## config.mk

```make
export PLATFORM = sky130hd
export DESIGN_NAME = keepalive_failover_controller
export DESIGN_NICKNAME = d
export VERILOG_FILES = /design/src/kfc_pkg.sv /design/src/keepalive_failover_controller.sv /design/src/kfc_cfg_regs.sv /design/src/kfc_engine.sv /design/src/kfc_out_stage.sv
export SDC_FILE = /design/constraint.sdc
export NUM_CORES = 1
export LEC_CHECK = 0
export ABC_AREA = 0
export BUFFER_PORTS_ARGS = -buffer_cell sky130_fd_sc_hd__buf_2
export CAP_MARGIN = 30
export CORE_AREA = 5 5 212 214
export DETAILED_ROUTE_END_ITERATION = 10
export DIE_AREA = 0 0 217 219
export HOLD_SLACK_MARGIN = 0.15
export PLACE_DENSITY = 0.44
export SLEW_MARGIN = 20
export SYNTH_ARGS = -nofsm -noshare
export SYNTH_HDL_FRONTEND = slang
export SYNTH_SLANG_ARGS = --single-unit
```

## constraint.sdc

```tcl
create_clock -name aclk -period 8.9 [get_ports aclk]
set_input_delay 0.445 -clock aclk [delete_from_list [all_inputs] [get_ports aclk]]
set_output_delay 0.445 -clock aclk [all_outputs]
set_load 0.03 [all_outputs]
```

## src/kfc_pkg.sv

```systemverilog
// Shared types, codes and constants of the keepalive failover controller.
package kfc_pkg;

    localparam int MAX_SERVERS = 16;
    localparam int IDX_W       = 4;
    localparam int CNT_W       = 5;
    localparam int IVL_W       = 16;
    localparam int SIL_W       = 17;
    localparam int TRY_W       = 3;
    localparam int CFG_IDX_W   = 3;

    localparam logic [CNT_W-1:0] SERVER_COUNT_RESET = 5'd1;
    localparam logic [IDX_W-1:0] START_SERVER_RESET = 4'd0;
    localparam logic [IVL_W-1:0] MIN_INTERVAL_RESET = 16'd3;
    localparam logic [IVL_W-1:0] MAX_INTERVAL_RESET = 16'd300;
    localparam logic [IVL_W-1:0] TIMEOUT_DEFAULT    = 16'd600;
    localparam logic [IVL_W-1:0] INTERVAL_RESET     = 16'd3;
    localparam logic [TRY_W-1:0] UDP_TRIES          = 3'd6;
    localparam logic [TRY_W-1:0] HTTP_TRIES         = 3'd3;

    typedef enum logic [2:0] {
        ACT_START   = 3'd0,
        ACT_TIMER   = 3'd1,
        ACT_RESPOND = 3'd2,
        ACT_KICKOUT = 3'd3,
        ACT_STOP    = 3'd4
    } action_t;

    typedef enum logic [2:0] {
        KIND_CONNECT = 3'd0,
        KIND_SEND    = 3'd1,
        KIND_STATUS  = 3'd2,
        KIND_LEAVE   = 3'd3,
        KIND_NONE    = 3'd4
    } kind_t;

    typedef enum logic [2:0] {
        ST_OK       = 3'd0,
        ST_TIMEOUT  = 3'd1,
        ST_NOSERVER = 3'd2,
        ST_ALLUSED  = 3'd3,
        ST_KICKOUT  = 3'd4,
        ST_REFUSED  = 3'd5
    } status_t;

    typedef enum logic [CFG_IDX_W-1:0] {
        CFG_SERVER_COUNT  = 3'd0,
        CFG_START_SERVER  = 3'd1,
        CFG_MIN_INTERVAL  = 3'd2,
        CFG_MAX_INTERVAL  = 3'd3,
        CFG_TIMEOUT_LIMIT = 3'd4
    } cfg_index_t;

    typedef struct packed {
        logic [CNT_W-1:0] server_count;
        logic [IDX_W-1:0] start_server;
        logic [IVL_W-1:0] min_interval;
        logic [IVL_W-1:0] max_interval;
        logic [IVL_W-1:0] timeout_limit;
    } cfg_t;

    typedef struct packed {
        action_t          action;
        logic [7:0]       pass_state;
        logic [IVL_W-1:0] offered_interval;
        logic             identity_match;
    } in_item_t;

    typedef struct packed {
        kind_t            result_kind;
        logic [IDX_W-1:0] server_index;
        logic             use_http;
        status_t          status_code;
        logic [7:0]       refusal_code;
        logic [IVL_W-1:0] current_interval;
        logic             last;
    } result_t;

endpackage

```

## src/keepalive_failover_controller.sv

```systemverilog
// Flow: an item is registered on acceptance; its results go to the registered output stage.
// Throughput: one item per cycle while m_tready is high and each item gives
// at most one result; a timer expiry that reconnects gives two results and holds
// the event logic until the single result port takes the second one from the two-slot output register.
// Reset: synchronous, active-low aresetn restores the register defaults and idle session state.
module keepalive_failover_controller (
    input  logic                          aclk,
    input  logic                          aresetn,
    input  logic                          s_tvalid,
    output logic                          s_tready,
    input  logic [31:0]                   s_tdata,  // pass_state, offered_interval, identity_match
    input  logic [2:0]                    s_tuser,  // action
    output logic                          m_tvalid,
    input  logic                          m_tready,
    output logic [31:0]                   m_tdata,  // server_index, use_http, status_code,
                                                    // refusal_code, current_interval
    output logic [2:0]                    m_tuser,  // result_kind
    output logic                          m_tlast,
    input  logic                          cfg_valid,
    output logic                          cfg_ready,
    input  logic [kfc_pkg::CFG_IDX_W-1:0] cfg_index,
    input  logic [15:0]                   cfg_data
);

    logic              in_valid_reg, in_valid_next;
    kfc_pkg::in_item_t in_item_reg, in_item_next;
    logic              fire;
    logic              out_free;
    logic [1:0]        res_count;
    kfc_pkg::result_t  res0, res1;
    kfc_pkg::result_t  m_item;
    kfc_pkg::cfg_t     cfg;

    assign fire     = in_valid_reg && out_free;
    assign s_tready = !in_valid_reg || fire;

    always_comb begin
        in_valid_next = in_valid_reg;
        in_item_next  = in_item_reg;
        if (s_tready) begin
            in_valid_next                 = s_tvalid;
            in_item_next.action           = kfc_pkg::action_t'(s_tuser);
            in_item_next.pass_state       = s_tdata[7:0];
            in_item_next.offered_interval = s_tdata[23:8];
            in_item_next.identity_match   = s_tdata[24];
        end
    end

    always_ff @(posedge aclk) begin
        if (!aresetn) begin
            in_valid_reg <= 1'b0;
        end else begin
            in_valid_reg <= in_valid_next;
        end
        in_item_reg <= in_item_next;
    end

    assign cfg_ready = 1'b1;

    kfc_cfg_regs u_cfg (
        .aclk      (aclk),
        .aresetn   (aresetn),
        .cfg_valid (cfg_valid),
        .cfg_index (cfg_index),
        .cfg_data  (cfg_data),
        .cfg       (cfg)
    );

    kfc_engine u_engine (
        .aclk      (aclk),
        .aresetn   (aresetn),
        .fire      (fire),
        .item      (in_item_reg),
        .cfg       (cfg),
        .res_count (res_count),
        .res0      (res0),
        .res1      (res1)
    );

    kfc_out_stage u_out (
        .aclk      (aclk),
        .aresetn   (aresetn),
        .fire      (fire),
        .res_count (res_count),
        .res0      (res0),
        .res1      (res1),
        .free      (out_free),
        .m_valid   (m_tvalid),
        .m_ready   (m_tready),
        .m_item    (m_item)
    );

    assign m_tuser = m_item.result_kind;
    assign m_tlast = m_item.last;
    assign m_tdata = {m_item.current_interval, m_item.refusal_code, m_item.status_code,
                      m_item.use_http, m_item.server_index};

endmodule

```

## src/kfc_cfg_regs.sv

```systemverilog
// Configuration register bank of the keepalive failover controller.
module kfc_cfg_regs (
    input  logic                          aclk,
    input  logic                          aresetn,
    input  logic                          cfg_valid,
    input  logic [kfc_pkg::CFG_IDX_W-1:0] cfg_index,
    input  logic [kfc_pkg::IVL_W-1:0]     cfg_data,
    output kfc_pkg::cfg_t                 cfg
);

    kfc_pkg::cfg_t cfg_reg;
    kfc_pkg::cfg_t cfg_next;

    always_comb begin
        cfg_next = cfg_reg;
        if (cfg_valid) begin
            unique case (kfc_pkg::cfg_index_t'(cfg_index))
                kfc_pkg::CFG_SERVER_COUNT:
                    cfg_next.server_count = cfg_data[kfc_pkg::CNT_W-1:0];
                kfc_pkg::CFG_START_SERVER:
                    cfg_next.start_server = cfg_data[kfc_pkg::IDX_W-1:0];
                kfc_pkg::CFG_MIN_INTERVAL:  cfg_next.min_interval  = cfg_data;
                kfc_pkg::CFG_MAX_INTERVAL:  cfg_next.max_interval  = cfg_data;
                kfc_pkg::CFG_TIMEOUT_LIMIT: cfg_next.timeout_limit = cfg_data;
                default: ;
            endcase
        end
    end

    always_ff @(posedge aclk) begin
        if (!aresetn) begin
            cfg_reg.server_count  <= kfc_pkg::SERVER_COUNT_RESET;
            cfg_reg.start_server  <= kfc_pkg::START_SERVER_RESET;
            cfg_reg.min_interval  <= kfc_pkg::MIN_INTERVAL_RESET;
            cfg_reg.max_interval  <= kfc_pkg::MAX_INTERVAL_RESET;
            cfg_reg.timeout_limit <= kfc_pkg::TIMEOUT_DEFAULT;
        end else begin
            cfg_reg <= cfg_next;
        end
    end

    assign cfg = cfg_reg;

endmodule

```

## src/kfc_engine.sv

```systemverilog
// Session state and the event logic that produces up to two results per item.
module kfc_engine (
    input  logic              aclk,
    input  logic              aresetn,
    input  logic              fire,
    input  kfc_pkg::in_item_t item,
    input  kfc_pkg::cfg_t     cfg,
    output logic [1:0]        res_count,
    output kfc_pkg::result_t  res0,
    output kfc_pkg::result_t  res1
);

    logic                        running_reg, running_next;
    logic                        ever_reg, ever_next;
    logic                        fra_reg, fra_next;
    logic                        http_reg, http_next;
    logic [kfc_pkg::TRY_W-1:0]   retries_reg, retries_next;
    logic [kfc_pkg::SIL_W-1:0]   silent_reg, silent_next;
    logic [kfc_pkg::IVL_W-1:0]   interval_reg, interval_next;
    logic [kfc_pkg::IDX_W-1:0]   first_reg, first_next;
    logic [kfc_pkg::IDX_W-1:0]   cur_reg, cur_next;
    kfc_pkg::status_t            latch_reg, latch_next;

    logic [kfc_pkg::CNT_W-1:0]   n_eff;
    logic [kfc_pkg::TRY_W-1:0]   tries_now;
    logic [kfc_pkg::IDX_W-1:0]   step_idx;
    logic [kfc_pkg::IDX_W-1:0]   ns_idx;
    logic                        ns_fra;
    kfc_pkg::status_t            ns_err;
    kfc_pkg::status_t            err;
    logic [kfc_pkg::TRY_W-1:0]   r;
    logic [kfc_pkg::IVL_W-1:0]   lo, hi;
    kfc_pkg::kind_t              k0, k1;
    kfc_pkg::status_t            st0;
    logic [7:0]                  ref0;
    logic [1:0]                  cnt;

    assign n_eff = (cfg.server_count > kfc_pkg::CNT_W'(kfc_pkg::MAX_SERVERS))
                 ? kfc_pkg::CNT_W'(kfc_pkg::MAX_SERVERS) : cfg.server_count;
    assign tries_now = http_reg ? kfc_pkg::HTTP_TRIES : kfc_pkg::UDP_TRIES;
    assign step_idx  = (({1'b0, cur_reg} + 5'd1) >= n_eff)
                     ? '0 : cur_reg + kfc_pkg::IDX_W'(1);

    // One step round the server ring; a full lap without any answer gives up,
    // after an answer the first server of the lap is tried once more before giving up.
    always_comb begin
        ns_idx = cur_reg;
        ns_fra = fra_reg;
        ns_err = kfc_pkg::ST_OK;
        if (fra_reg) begin
            ns_err = kfc_pkg::ST_ALLUSED;
        end else begin
            ns_idx = step_idx;
            if (step_idx == first_reg) begin
                if (!ever_reg) ns_err = kfc_pkg::ST_ALLUSED;
                else           ns_fra = 1'b1;
            end
        end
    end

    always_comb begin
        running_next  = running_reg;
        ever_next     = ever_reg;
        fra_next      = fra_reg;
        http_next     = http_reg;
        retries_next  = retries_reg;
        silent_next   = silent_reg;
        interval_next = interval_reg;
        first_next    = first_reg;
        cur_next      = cur_reg;
        latch_next    = latch_reg;
        err  = kfc_pkg::ST_OK;
        r    = retries_reg;
        lo   = (cfg.min_interval == '0) ? kfc_pkg::IVL_W'(1) : cfg.min_interval;
        hi   = (cfg.max_interval == '0) ? kfc_pkg::IVL_W'(1) : cfg.max_interval;
        k0   = kfc_pkg::KIND_NONE;
        k1   = kfc_pkg::KIND_NONE;
        st0  = kfc_pkg::ST_OK;
        ref0 = '0;
        cnt  = 2'd0;
        case (item.action)
            kfc_pkg::ACT_START: begin
                latch_next  = kfc_pkg::ST_OK;
                silent_next = '0;
                fra_next    = 1'b0;
                if (ever_reg) begin
                    retries_next = tries_now;
                end else begin
                    http_next    = 1'b0;
                    retries_next = kfc_pkg::HTTP_TRIES;
                end
                if (n_eff == '0) begin
                    running_next = 1'b0;
                    k0  = kfc_pkg::KIND_STATUS;
                    st0 = kfc_pkg::ST_NOSERVER;
                    cnt = 2'd1;
                end else begin
                    first_next   = ({1'b0, cfg.start_server} < n_eff) ? cfg.start_server : '0;
                    cur_next     = first_next;
                    silent_next  = {1'b0, interval_reg};
                    running_next = 1'b1;
                    k0  = kfc_pkg::KIND_CONNECT;
                    cnt = 2'd1;
                end
            end
            kfc_pkg::ACT_TIMER: begin
                if (running_reg && latch_reg == kfc_pkg::ST_OK) begin
                    if (silent_reg >= {1'b0, cfg.timeout_limit}) begin
                        err = kfc_pkg::ST_TIMEOUT;
                    end else begin
                        if (retries_reg == '0) begin
                            if (!ever_reg) begin
                                if (!http_reg) begin
                                    http_next = 1'b1;
                                end else begin
                                    err      = ns_err;
                                    cur_next = ns_idx;
                                    fra_next = ns_fra;
                                    if (ns_err == kfc_pkg::ST_OK) http_next = 1'b0;
                                end
                                r = kfc_pkg::HTTP_TRIES;
                            end else begin
                                err      = ns_err;
                                cur_next = ns_idx;
                                fra_next = ns_fra;
                                if (ns_err == kfc_pkg::ST_OK) r = tries_now;
                            end
                            if (err == kfc_pkg::ST_OK) begin
                                k0  = kfc_pkg::KIND_CONNECT;
                                k1  = kfc_pkg::KIND_SEND;
                                cnt = 2'd2;
                            end
                        end else begin
                            k0  = kfc_pkg::KIND_SEND;
                            cnt = 2'd1;
                        end
                        if (err == kfc_pkg::ST_OK) r = r - kfc_pkg::TRY_W'(1);
                        retries_next = r;
                    end
                    if (err != kfc_pkg::ST_OK) begin
                        latch_next   = err;
                        running_next = 1'b0;
                        k0  = kfc_pkg::KIND_STATUS;
                        st0 = err;
                        cnt = 2'd1;
                    end else begin
                        silent_next = silent_reg + {1'b0, interval_reg};
                    end
                end
            end
            kfc_pkg::ACT_RESPOND: begin
                if (running_reg) begin
                    ever_next    = 1'b1;
                    first_next   = cur_reg;
                    fra_next     = 1'b0;
                    retries_next = tries_now;
                    silent_next  = '0;
                    k0  = kfc_pkg::KIND_STATUS;
                    cnt = 2'd1;
                    if (item.pass_state == '0) begin
                        // lo is checked first; if bounds cross, below lo gets lo, else hi.
                        if (item.offered_interval < lo)      interval_next = lo;
                        else if (item.offered_interval > hi) interval_next = hi;
                        else                                 interval_next = item.offered_interval;
                        st0 = latch_reg;
                    end else begin
                        latch_next   = kfc_pkg::ST_REFUSED;
                        running_next = 1'b0;
                        st0  = kfc_pkg::ST_REFUSED;
                        ref0 = item.pass_state;
                    end
                end
            end
            kfc_pkg::ACT_KICKOUT: begin
                if (running_reg && item.identity_match) begin
                    latch_next   = kfc_pkg::ST_KICKOUT;
                    running_next = 1'b0;
                    k0  = kfc_pkg::KIND_STATUS;
                    st0 = kfc_pkg::ST_KICKOUT;
                    cnt = 2'd1;
                end
            end
            kfc_pkg::ACT_STOP: begin
                if (running_reg) begin
                    running_next = 1'b0;
                    k0  = kfc_pkg::KIND_LEAVE;
                    cnt = 2'd1;
                end
            end
            default: ;
        endcase
    end

    // All results of one item see the state as it stands after that item.
    always_comb begin
        res0.result_kind      = k0;
        res0.server_index     = cur_next;
        res0.use_http         = http_next;
        res0.status_code      = st0;
        res0.refusal_code     = ref0;
        res0.current_interval = interval_next;
        res0.last             = (cnt == 2'd1);
        res1.result_kind      = k1;
        res1.server_index     = cur_next;
        res1.use_http         = http_next;
        res1.status_code      = kfc_pkg::ST_OK;
        res1.refusal_code     = '0;
        res1.current_interval = interval_next;
        res1.last             = 1'b1;
    end

    assign res_count = cnt;

    always_ff @(posedge aclk) begin
        if (!aresetn) begin
            running_reg  <= 1'b0;
            ever_reg     <= 1'b0;
            fra_reg      <= 1'b0;
            http_reg     <= 1'b0;
            retries_reg  <= '0;
            silent_reg   <= '0;
            interval_reg <= kfc_pkg::INTERVAL_RESET;
            first_reg    <= '0;
            cur_reg      <= '0;
            latch_reg    <= kfc_pkg::ST_OK;
        end else if (fire) begin
            running_reg  <= running_next;
            ever_reg     <= ever_next;
            fra_reg      <= fra_next;
            http_reg     <= http_next;
            retries_reg  <= retries_next;
            silent_reg   <= silent_next;
            interval_reg <= interval_next;
            first_reg    <= first_next;
            cur_reg      <= cur_next;
            latch_reg    <= latch_next;
        end
    end

endmodule

```

## src/kfc_out_stage.sv

```systemverilog
// Two-slot result register that presents the results of one item in order.
module kfc_out_stage (
    input  logic             aclk,
    input  logic             aresetn,
    input  logic             fire,
    input  logic [1:0]       res_count,
    input  kfc_pkg::result_t res0,
    input  kfc_pkg::result_t res1,
    output logic             free,
    output logic             m_valid,
    input  logic             m_ready,
    output kfc_pkg::result_t m_item
);

    logic             a_valid_reg, a_valid_next;
    logic             b_valid_reg, b_valid_next;
    kfc_pkg::result_t a_reg, a_next;
    kfc_pkg::result_t b_reg, b_next;

    // New results may load when no result is presented, or once it leaves and nothing waits behind it.
    assign free = !a_valid_reg || (m_ready && !b_valid_reg);

    always_comb begin
        a_valid_next = a_valid_reg;
        b_valid_next = b_valid_reg;
        a_next       = a_reg;
        b_next       = b_reg;
        if (fire) begin
            a_valid_next = (res_count != 2'd0);
            b_valid_next = (res_count == 2'd2);
            a_next       = res0;
            b_next       = res1;
        end else if (a_valid_reg && m_ready) begin
            a_valid_next = b_valid_reg;
            b_valid_next = 1'b0;
            a_next       = b_reg;
        end
    end

    always_ff @(posedge aclk) begin
        if (!aresetn) begin
            a_valid_reg <= 1'b0;
            b_valid_reg <= 1'b0;
        end else begin
            a_valid_reg <= a_valid_next;
            b_valid_reg <= b_valid_next;
        end
        a_reg <= a_next;
        b_reg <= b_next;
    end

    assign m_valid = a_valid_reg;
    assign m_item  = a_reg;

endmodule
```

* Yosys cells after proc, flatten, opt, wreduce, memory -nomap -nowiden
Cells that the tools add are included.
** Cells by class
- Add/subtract/negate cells :: 4
- Magnitude comparators :: 6
- Equal/unequal tests :: 20
- Mux-type cells :: 119
- Bitwise gates (word level) :: 3
- Reduce and logical (&&, ||, !) cells :: 42
** Operators with widths (number)
- $mux 3 :: 45
- $mux 16 :: 8
- $mux 36 :: 2
- $mux 17 :: 3
- $pmux 17 s3 :: 1
- $mux 4 :: 11
- $logic_not 16->1 :: 2
- $mux 1 :: 28
- $mux 8 :: 3
- $pmux 3 s4 :: 2
- $logic_not 3->1 :: 7
- $add 17x16->17 :: 1
- $ge 17x16->1 :: 1
- $gt 16x16->1 :: 1
- $lt 16x16->1 :: 1
- $pmux 4 s2 :: 2
- $pmux 3 s5 :: 1
- $reduce_and 5->1 :: 3
- $mux 2 :: 7
- $eq 3x2->1 const B :: 4
- $ne 2x1->1 const B :: 5
- $reduce_and 2->1 :: 5
- $pmux 3 s3 :: 1
- $logic_not 8->1 :: 1
- 33 further kinds :: 49
** Storage, ports and cells
- Register bits :: 199
- Bits of input ports :: 59
- Output and inout port bits :: 39
- Logic and storage cells :: 227

* Longest topological paths before layout
Gate-level depths: netlist (run 1).
- Depth in word-level cells :: 26
- Gate-level depth with buffers :: 13

* Hierarchy
From an unflattened synthesis (run 1), not the netlist that was laid out.
** Unflattened totals
- Cells, all modules :: 1183
- Area total of the unflattened synthesis :: 12016.5 um^2
** By module, submodules not included
- kfc_engine :: times used 1, cells each 803, area an instance 6104.6 um^2
- kfc_out_stage :: times used 1, cells each 125, area an instance 2770.2 um^2
- kfc_cfg_regs :: times used 1, cells each 220, area an instance 2233.4 um^2
- keepalive_failover_controller :: times used 1, cells each 35, area an instance 908.4 um^2

* Worst setup path after synthesis (run 1)
No wires, ideal clock.
- Path kind :: register to register
- Start :: register u_engine.cur_reg[0] (netlist bit)
- End :: register u_engine.running_reg
- Data arrival time :: 2.871 ns
- Slack :: 5.894 ns
- Cell stages (with the launch flop) :: 13
- Buffers on the path :: 0
- Clock period less this slack :: 3.006 ns
- Cell sequence :: dfxtp_1 ha_1 xnor2_1 inv_1 ha_1 a21o_1 a31oi_1 o21ai_2 mux2i_1 a211oi_1 o22ai_1 o311ai_0 o31ai_1
** On the way
- Cells in the longest elaborated chain, start to end :: 22
** Ends and longest elaborated chain
- from (decl) :: RTL line kfc_engine.sv:21 : logic [kfc_pkg::IDX_W-1:0] cur_reg, cur_next;
- from (signal assigned) :: RTL line kfc_engine.sv:235 : cur_reg <= cur_next;
- $add 4x1->5 :: RTL line kfc_engine.sv:41 : assign step_idx = (({1'b0, cur_reg} + 5'd1) >= n_eff)
- $ge 5x5->1 :: RTL line kfc_engine.sv:41
- $mux 4 * :: RTL line kfc_engine.sv:42 : ? '0 : cur_reg + kfc_pkg::IDX_W'(1);
- $eq 4x4->1 * :: RTL line kfc_engine.sv:54 : if (step_idx == first_reg) begin
- $mux 3 * :: RTL line kfc_engine.sv:54
- $mux 3 * :: RTL line kfc_engine.sv:50 : if (fra_reg) begin
- $mux 3 :: RTL line kfc_engine.sv:113 : if (!http_reg) begin
- $mux 3 * :: RTL line kfc_engine.sv:112 : if (!ever_reg) begin
- [... 6 more ...]
- $mux 3 * :: RTL line kfc_engine.sv:107 : if (running_reg && latch_reg == kfc_pkg::ST_OK) begin
- $mux 3 * :: RTL line kfc_engine.sv:81 : case (item.action)
- $mux 3 * :: RTL line kfc_engine.sv:108 : if (silent_reg >= {1'b0, cfg.timeout_limit}) begin
- $mux 3 * :: RTL line kfc_engine.sv:107
- $mux 3 * :: RTL line kfc_engine.sv:81
- $reduce_bool 3->1 * :: RTL line kfc_engine.sv:140 : if (err != kfc_pkg::ST_OK) begin
- $ne 2x1->1 (no source line) *
- $reduce_and 5->1 (no source line) *
- to (signal assigned) :: RTL line kfc_engine.sv:227 : running_reg <= running_next;
- to (decl) :: RTL line kfc_engine.sv:13 : logic running_reg, running_next;
Every way passes the cells marked *; elsewhere a longest branch is shown, timed or not. The select of a mux whose other input is x is not followed.
A chain may end at the register's enable or synchronous reset.

==> results of run 1 <==
## how the worst min path moves through the flow
| stage | cells past startpoint | end |
|---|---|---|
| final | 1 | in_item_reg[13] |
| after detailed placement | 2 | u_cfg.cfg[5] |
| after CTS | 1 | in_item_reg[5] |
| after floorplan | 2 | u_engine.silent_reg[16] |
| after global placement | 2 | u_cfg.cfg[2] |
| after global routing | 1 | in_item_reg[5] |
## layout by cell type (no fill, tap or decap), drive strengths merged, types with 35 or more instances in the layout
cell | netlist | layout
a21oi | 99 | 99
buf | 6 | 104
dfxtp | 111 | 111
edfxtp | 87 | 87
ha | 73 | 73
inv | 68 | 74
nand2 | 160 | 160
nor2 | 103 | 103
nor3 | 35 | 35
o21ai | 67 | 67
## cell families (layout without fill, tap and decap cells)
logic type / count (synthesis) / count (layout)
AO/OA/AOI/OAI: 382 / 382
XOR/XNOR: 13 / 13
adder cells (fa/ha/maj): 74 / 74
buffers and inverters: 136 / 229
flip-flops: 198 / 198
multiplexers: 16 / 16
other: 1 / 1
AND/OR/NAND/NOR: 405 / 405
## area by class of cell
cell class / count / area (sq um) / area share, %
Timing Repair Buffer: 127 / 788 / 6.18
Multi-Input combinational cell: 891 / 5620 / 44.1
Tap cell: 546 / 683 / 5.36
Clock buffer: 17 / 425 / 3.33
Clock inverter: 15 / 143 / 1.12
Inverter: 70 / 263 / 2.06
Sequential cell: 198 / 4830 / 37.9
## routing by layer
layer | vias up | track usage, %
met2 | 224 | 23.3
met5 | - | 0
li1 | 4694 | -
met1 | 4587 | 21.3
met4 | 0 | 3.10
met3 | 26 | 2.88
## per-stage QoR
stage / hold WS, ps / utilization (%) / power (W) / setup slack, ps / instance area, sq um
4_1_cts: 151 / 29.8 / 0.00205 / 4780 / 12700
6_report: 179 / 29.9 / 0.00202 / 4770 / 12800
3_5_place_dp: 451 / 28.0 / 0.00126 / 4850 / 12000
5_1_grt: 150 / 29.9 / 0.00212 / 4580 / 12800
2_1_floorplan: 434 / - / 0.00117 / 5890 / 11000
3_3_place_gp: 447 / 28.0 / 0.00126 / 4850 / 11900
## where the power goes
part / leakage (nW) / switching (W) / internal (W)
registers: 1.75 / 0.0000271 / 0.000976
clock network: 0.268 / 0.000381 / 0.000392
logic: 2.79 / 0.000161 / 0.0000844
## what timing repair did
item / CTS / global route
hold buffers: 20 / 3
endpoints found under the hold margin: 20 / 3
endpoints found under the setup margin: 0 / 0
==> metrics.csv, run 1 <==
stage,metric,value,unit
cells_and_area,final_nets,1438,
setup_path,crit_family,simple AND/OR/NAND/NOR gates,
detailed_routing,wl_met3,1370,microns
placed_design,dp.final_hpwl,25700,microns
grt,antenna_found_initial,1,
clock_tree,cts_tree,built,
setup_path,cp-start-kind,flop,
die,start_util,25.7,%
cells_and_area,largest_reg_flops,57,
die,die-area,47500,sq um
setup_path,critPathRequiredTime,9100,ps
detailed_routing,via_per_inst,5.11,
logic_synthesis,syn-num-nets,1358,
sta,drv_slew,0,
outcome,status,completed,
logic_synthesis,synth_compound_area_share,23.2,%
hold_path,hold_class,in2reg,
clock_tree,cts_buffers,17,
logic_synthesis,avgSynthCellArea,8.95,sq um
sta,tightest_slew,918,ps
cells_and_area,drive_above_1_share,11.3,%
cells_and_area,syn_to_final_growth,16.3,%
detailed_routing,wl_per_cell,19.0,microns
detailed_routing,wl_met1,17500,microns
detailed_routing,vias,9531,
clock_tree,h-tree-depth,4,
setup_path,cpMaxStageDelayCell,edfxtp_1,
cells_and_area,n_fill_cell,4510,
logic_synthesis,synth_most_common_cell,nand2_1,
setup_path,r2r_end,u_out.m_item[11],
setup_path,critPathKind,reg2reg,
sta,tns,0,ps
sta,post-route-min-period,4130,ps
setup_path,critPathCaptureType,flop,
sta,rsz0062_at_grt,false,
clock_tree,post_cts_buffers,0,
power_and_ir_drop,ir_worst_vdd,0.0000767,V
logic_synthesis,synthArstFlopShare,0,%
sta,hold_violations,0,
logic_synthesis,yosysSeqAreaShare,44.1,%
setup_path,path_depth,7,
detailed_routing,drtAntennaViolNets,0,
die,rows,76,
logic_synthesis,ys_ff_latch,198,
grt,grt_pass1_wl,54800,microns
clock_tree,clock_latency,460,ps
setup_path,critPathMaxFanout,18,
detailed_routing,top_layer,met4,
logic_synthesis,synth-simple-area-share,16.8,%
logic_synthesis,syn_inst,1225,
detailed_routing,drt-initial-drc-count,617,
logic_synthesis,synth_area_leaders,"edfxtp_1 24%, dfxtp_1 20%, ha_1 8.3%",
logic_synthesis,synthDistinctLibCells,75,
clock_tree,postCtsResizedCells,0,
detailed_routing,drc,0,
placed_design,placed_cells,1808,
logic_synthesis,yosys_warnings,0,
die,die_y,219,microns
placed_design,place.gp.congestion,0.812,
cells_and_area,instances_no_fill,1864,
die,die_w,217,microns
setup_path,reg2reg_depth,7,
grt,grt_pass1_vias,9103,
logic_synthesis,synth_top_family_by_area,compound AO/OA/AOI/OAI gates,
power_and_ir_drop,leakagePower,4.80,nW
grt,grt_max_degree,71,
setup_path,critPathMaxStageDelay,780,ps
logic_synthesis,ys_top_cells_by_count,"160 x nand2_1, 111 x dfxtp_1, 103 x nor2_1",
sta,fin_worst_skew,14.0,ps
clock_tree,clk_pin_slew,80,ps
die,coreArea,42700,sq um
sta,period_share,46.5,%
detailed_routing,route.met2.wl,16100,microns
grt,overflow,0,
clock_tree,cts_buffer_depth,2,
setup_path,crit_path_end,u_out.m_item[11],
setup_path,crit_buf_inv,1,
logic_synthesis,yosys.area.top_type_share,23.8,%
sta,setup_viol,0,
detailed_routing,drt-total-wl,35400,microns
setup_path,crit_chain,nor3b_1 > and3_1 > and2_1 > nand2_1 > nor2_1 > buf_4 > a21oi_1,
die,pin_count,98,
hold_path,hp-start,s_tdata[20],
grt,track_usage,14.8,%
setup_path,rrSetupSlack,4770,ps
logic_synthesis,synth_mux_area_share,1.49,%
setup_path,arrival,4330,ps
power_and_ir_drop,powerDensity,158,nW/um^2
clock_tree,cts.sink_count,198,
run,cap_violations,0,
logic_synthesis,synth_fa_ha_area_share,8.51,%
placed_design,numPortBuffers,89,
logic_synthesis,synthXorXnorAreaFrac,1.04,%
logic_synthesis,synth-edff-count,87,
sta,max_freq,242,MHz
detailed_routing,dr.pass1.iters,6,
setup_path,r2r_start,in_item_reg[26],
setup_path,startpoint,in_item_reg[26],
logic_synthesis,netlist_area,11000,sq um
cells_and_area,n_antenna_cell,0,
logic_synthesis,synthFlopType,dfxtp_1,
sta,relSlewSlack,38.8,%
clock_tree,root_buffer,clkbuf_16,
logic_synthesis,yosysTopAreaCell,edfxtp_1,
(Power assumes the default switching activity.)
==> run 2, diff against run 1 <==
--- a/config.mk
+++ b/config.mk
@@ -12,7 +12,7 @@
 export DETAILED_ROUTE_END_ITERATION = 10
 export DIE_AREA = 0 0 217 219
 export HOLD_SLACK_MARGIN = 0.15
-export PLACE_DENSITY = 0.44
+export PLACE_DENSITY = 0.45
 export SLEW_MARGIN = 20
 export SYNTH_ARGS = -nofsm -noshare
 export SYNTH_HDL_FRONTEND = slang
==> constraint.sdc (replaced) <==
create_clock -name aclk -period 3.5 [get_ports aclk]
set_input_delay 0.175 -clock aclk [delete_from_list [all_inputs] [get_ports aclk]]
set_output_delay 0.175 -clock aclk [all_outputs]
set_load 0.03 [all_outputs]
==> run 2 against run 1 <==
Global-route usage about the same. Fmax up 27%. Cell area up 3.9%. Critical endpoint is now u_out.b_reg[15]. Critical path depth up 6. Setup slack worse by 4500 ps. Die area unchanged. Routed wire length about the same. Utilization up 1.2 points. Register-to-register slack worse by 4500 ps. First-iteration DRC count down 5.5%.
==> metrics.csv, run 2 (synthesized netlist as in run 1, its figures left out) <==
stage,metric,value,unit,change
grt,overflow,0,,unchanged
placed_design,place.gp.congestion,0.866,,+6.7%
clock_tree,clock_latency,460,ps,about the same
sta,max_freq,308,MHz,+27%
die,rows,76,,unchanged
detailed_routing,drc,0,,unchanged
power_and_ir_drop,internal_power,0.00370,W,+150%
setup_path,critPathCaptureType,flop,,
clock_tree,post_cts_buffers,0,,unchanged
setup_path,r2r_start,u_cfg.cfg[29],,
detailed_routing,wl_per_cell,18.5,microns,-2.8%
placed_design,placed_cell_area,12200,sq um,+2.0%
placed_design,placed_cells,1837,,+1.6%
hold_path,hold_class,in2reg,,
grt,track_usage,14.8,%,about the same
sta,post-route-min-period,3250,ps,-884 ps
cells_and_area,multi_input_area,5620,sq um,unchanged
die,die_y,219,microns,unchanged
clock_tree,cts_tree,built,,
grt,antenna_found_initial,0,,-1
setup_path,cp-start-kind,flop,,
setup_path,cpMaxStageDelayCell,a221oi_1,,
run,cap_violations,0,,unchanged
sta,tns,0,ps,unchanged
sta,rsz0062_at_grt,false,,
clock_tree,cts_buffer_depth,2,,unchanged
setup_path,r2r_end,u_out.b_reg[15],,
detailed_routing,drtAntennaViolNets,0,,unchanged
detailed_routing,drt-total-wl,35400,microns,about the same
cells_and_area,final_nets,1491,,+3.7%
setup_path,critPathRequiredTime,3680,ps,-5420 ps
cells_and_area,instances_no_fill,1917,,+2.8%
power_and_ir_drop,p_sw,0.00147,W,+160%
clock_tree,cts_buffers,17,,unchanged
placed_design,numPortBuffers,89,,unchanged
setup_path,reg2reg_depth,13,,+6
setup_path,critPathKind,reg2reg,,
cells_and_area,syn_to_final_growth,20.9,%,
setup_path,crit_family,compound AO/OA/AOI/OAI gates,,
cells_and_area,ff_latch_area,4830,sq um,unchanged
hold_path,hp-start,m_tready,,
detailed_routing,drt-initial-drc-count,583,,-5.5%
cells_and_area,n_fill_cell,4454,,-1.2%
placed_design,dp.final_hpwl,26500,microns,+3.2%
grt,grt_max_degree,49,,-31%
setup_path,critPathMaxFanout,29,,+11
cells_and_area,final_common_cell,nand2_1,,
die,coreArea,42700,sq um,unchanged
detailed_routing,vias,9570,,+0.41%
power_and_ir_drop,ir_worst_vdd,0.000311,V,+310%
hold_path,min_path_cells,4,,+3
power_and_ir_drop,clkPwrFrac,37.7,%,-0.5 points
power_and_ir_drop,combPwrFrac,13.1,%,+1.0 points
clock_tree,cts.sink_count,198,,unchanged
setup_path,crit_buf_inv,2,,+1
cells_and_area,final_cell_mix,"160 x nand2_1, 111 x dfxtp_1, 103 x nor2_1",,
setup_path,arrival,3430,ps,-900 ps
setup_path,startpoint,u_cfg.cfg[29],,
grt,grt_pass1_wl,54400,microns,-0.68%
clock_tree,root_buffer,clkbuf_16,,
sta,setup_viol,0,,unchanged
power_and_ir_drop,seqPwrFrac,49.2,%,-0.4 points
sta,drv_slew,0,,unchanged
setup_path,rrSetupSlack,250,ps,-4520 ps
sta,relSlewSlack,50.0,%,+11 points
cells_and_area,largest_reg_flops,57,,unchanged
hold_path,holdPathEnd,u_out.m_valid,,
sta,period_share,92.9,%,+46 points
grt,grt_pass1_vias,9170,,+0.74%
cells_and_area,drive_above_1_share,13.1,%,+1.8 points
clock_tree,h-tree-depth,4,,unchanged
setup_path,critPathMaxStageDelay,640,ps,-140 ps
die,die_w,217,microns,unchanged
detailed_routing,via_per_inst,4.99,,-2.4%
die,die-area,47500,sq um,unchanged
die,start_util,25.7,%,unchanged
sta,fin_worst_skew,8.51,ps,-5.47 ps
detailed_routing,dr.pass1.iters,5,,-1
cells_and_area,n_antenna_cell,0,,unchanged
clock_tree,clk_pin_slew,80,ps,about the same
cells_and_area,finish.instance_area,13300,sq um,+3.9%
power_and_ir_drop,leakagePower,5.08,nW,+5.8%
sta,hold_violations,0,,unchanged
outcome,status,completed,,
setup_path,crit_chain,nor3_1 > a41o_1 > ha_1 > nor2b_1 > o21a_1 > o21a_1 > o211ai_1 > nand4_1 > buf_4 > nand2_1 > buf_4 > a221oi_1 > o31ai_1,,
power_and_ir_drop,powerDensity,390,nW/um^2,+150%
power_and_ir_drop,swShare,28.4,%,+0.30 points
die,pin_count,98,,unchanged
sta,tightest_slew,751,ps,-167 ps
[run 2: worst reg2reg max path, cell delays in order (launching register included)]
cell and delay, ps:
dfxtp_1 380, nor3_1 60, a41o_1 280, ha_1 190, nor2b_1 120, o21a_1 120, o21a_1 110, o211ai_1 140
nand4_1 140, buf_4 290, nand2_1 110, buf_4 230, a221oi_1 640, o31ai_1 150
[run 2: power by group through the flow]
stage	sequential (W)	clock, W	combinational (W)
after floorplan	0.00261	0	0.000373
after global placement	0.00260	0	0.000622
after detailed placement	0.00260	0	0.000631
after CTS	0.00254	0.00203	0.000674
after global routing	0.00255	0.00212	0.000747
final	0.00254	0.00195	0.000677
[run 2: final cells by class]
cell class	instances	share of cell area [%]
clock buffers	18	3.31
clock inverters	14	1.03
inverters	70	1.98
multi-input cells	891	42.4
flip-flops and latches	198	36.5
well taps	546	5.15
repair buffers	180	9.68
[run 2: how the worst max path moves through the flow]
stage / endpoint / slack [ps] / cells after the start
2_1_floorplan: u_engine.running_reg / 490 / 12
3_3_place_gp: u_out.m_item[26] / 230 / 14
3_5_place_dp: u_out.m_item[26] / 270 / 14
4_1_cts: u_out.m_item[26] / 240 / 14
5_1_grt: u_engine.silent_reg[16] / 70 / 14
6_report: u_out.b_reg[15] / 250 / 13
[run 2: per-layer routing]
layer	track usage, %	up-vias	wire [microns]
met5	0	-	0
met4	3.81	0	534
met3	2.90	27	1330
met2	23.7	209	16300
met1	20.6	4528	17200
li1	-	4806	-
[run 2: repair_timing]
action / CTS / global route
hold buffers: 47 / 0
gates resized for setup: 0 / 1
setup endpoints to repair: 0 / 1
endpoints found under the hold margin: 88 / 0
[run 2: through the flow]
stage	util, %	setup slack [ps]	power (W)	hold slack [ps]
after floorplan	-	494	0.00298	274
after global placement	28.5	229	0.00322	354
after detailed placement	28.6	270	0.00323	354
after CTS	31.0	243	0.00525	170
after global routing	31.1	67.2	0.00542	209
final	31.1	249	0.00517	218
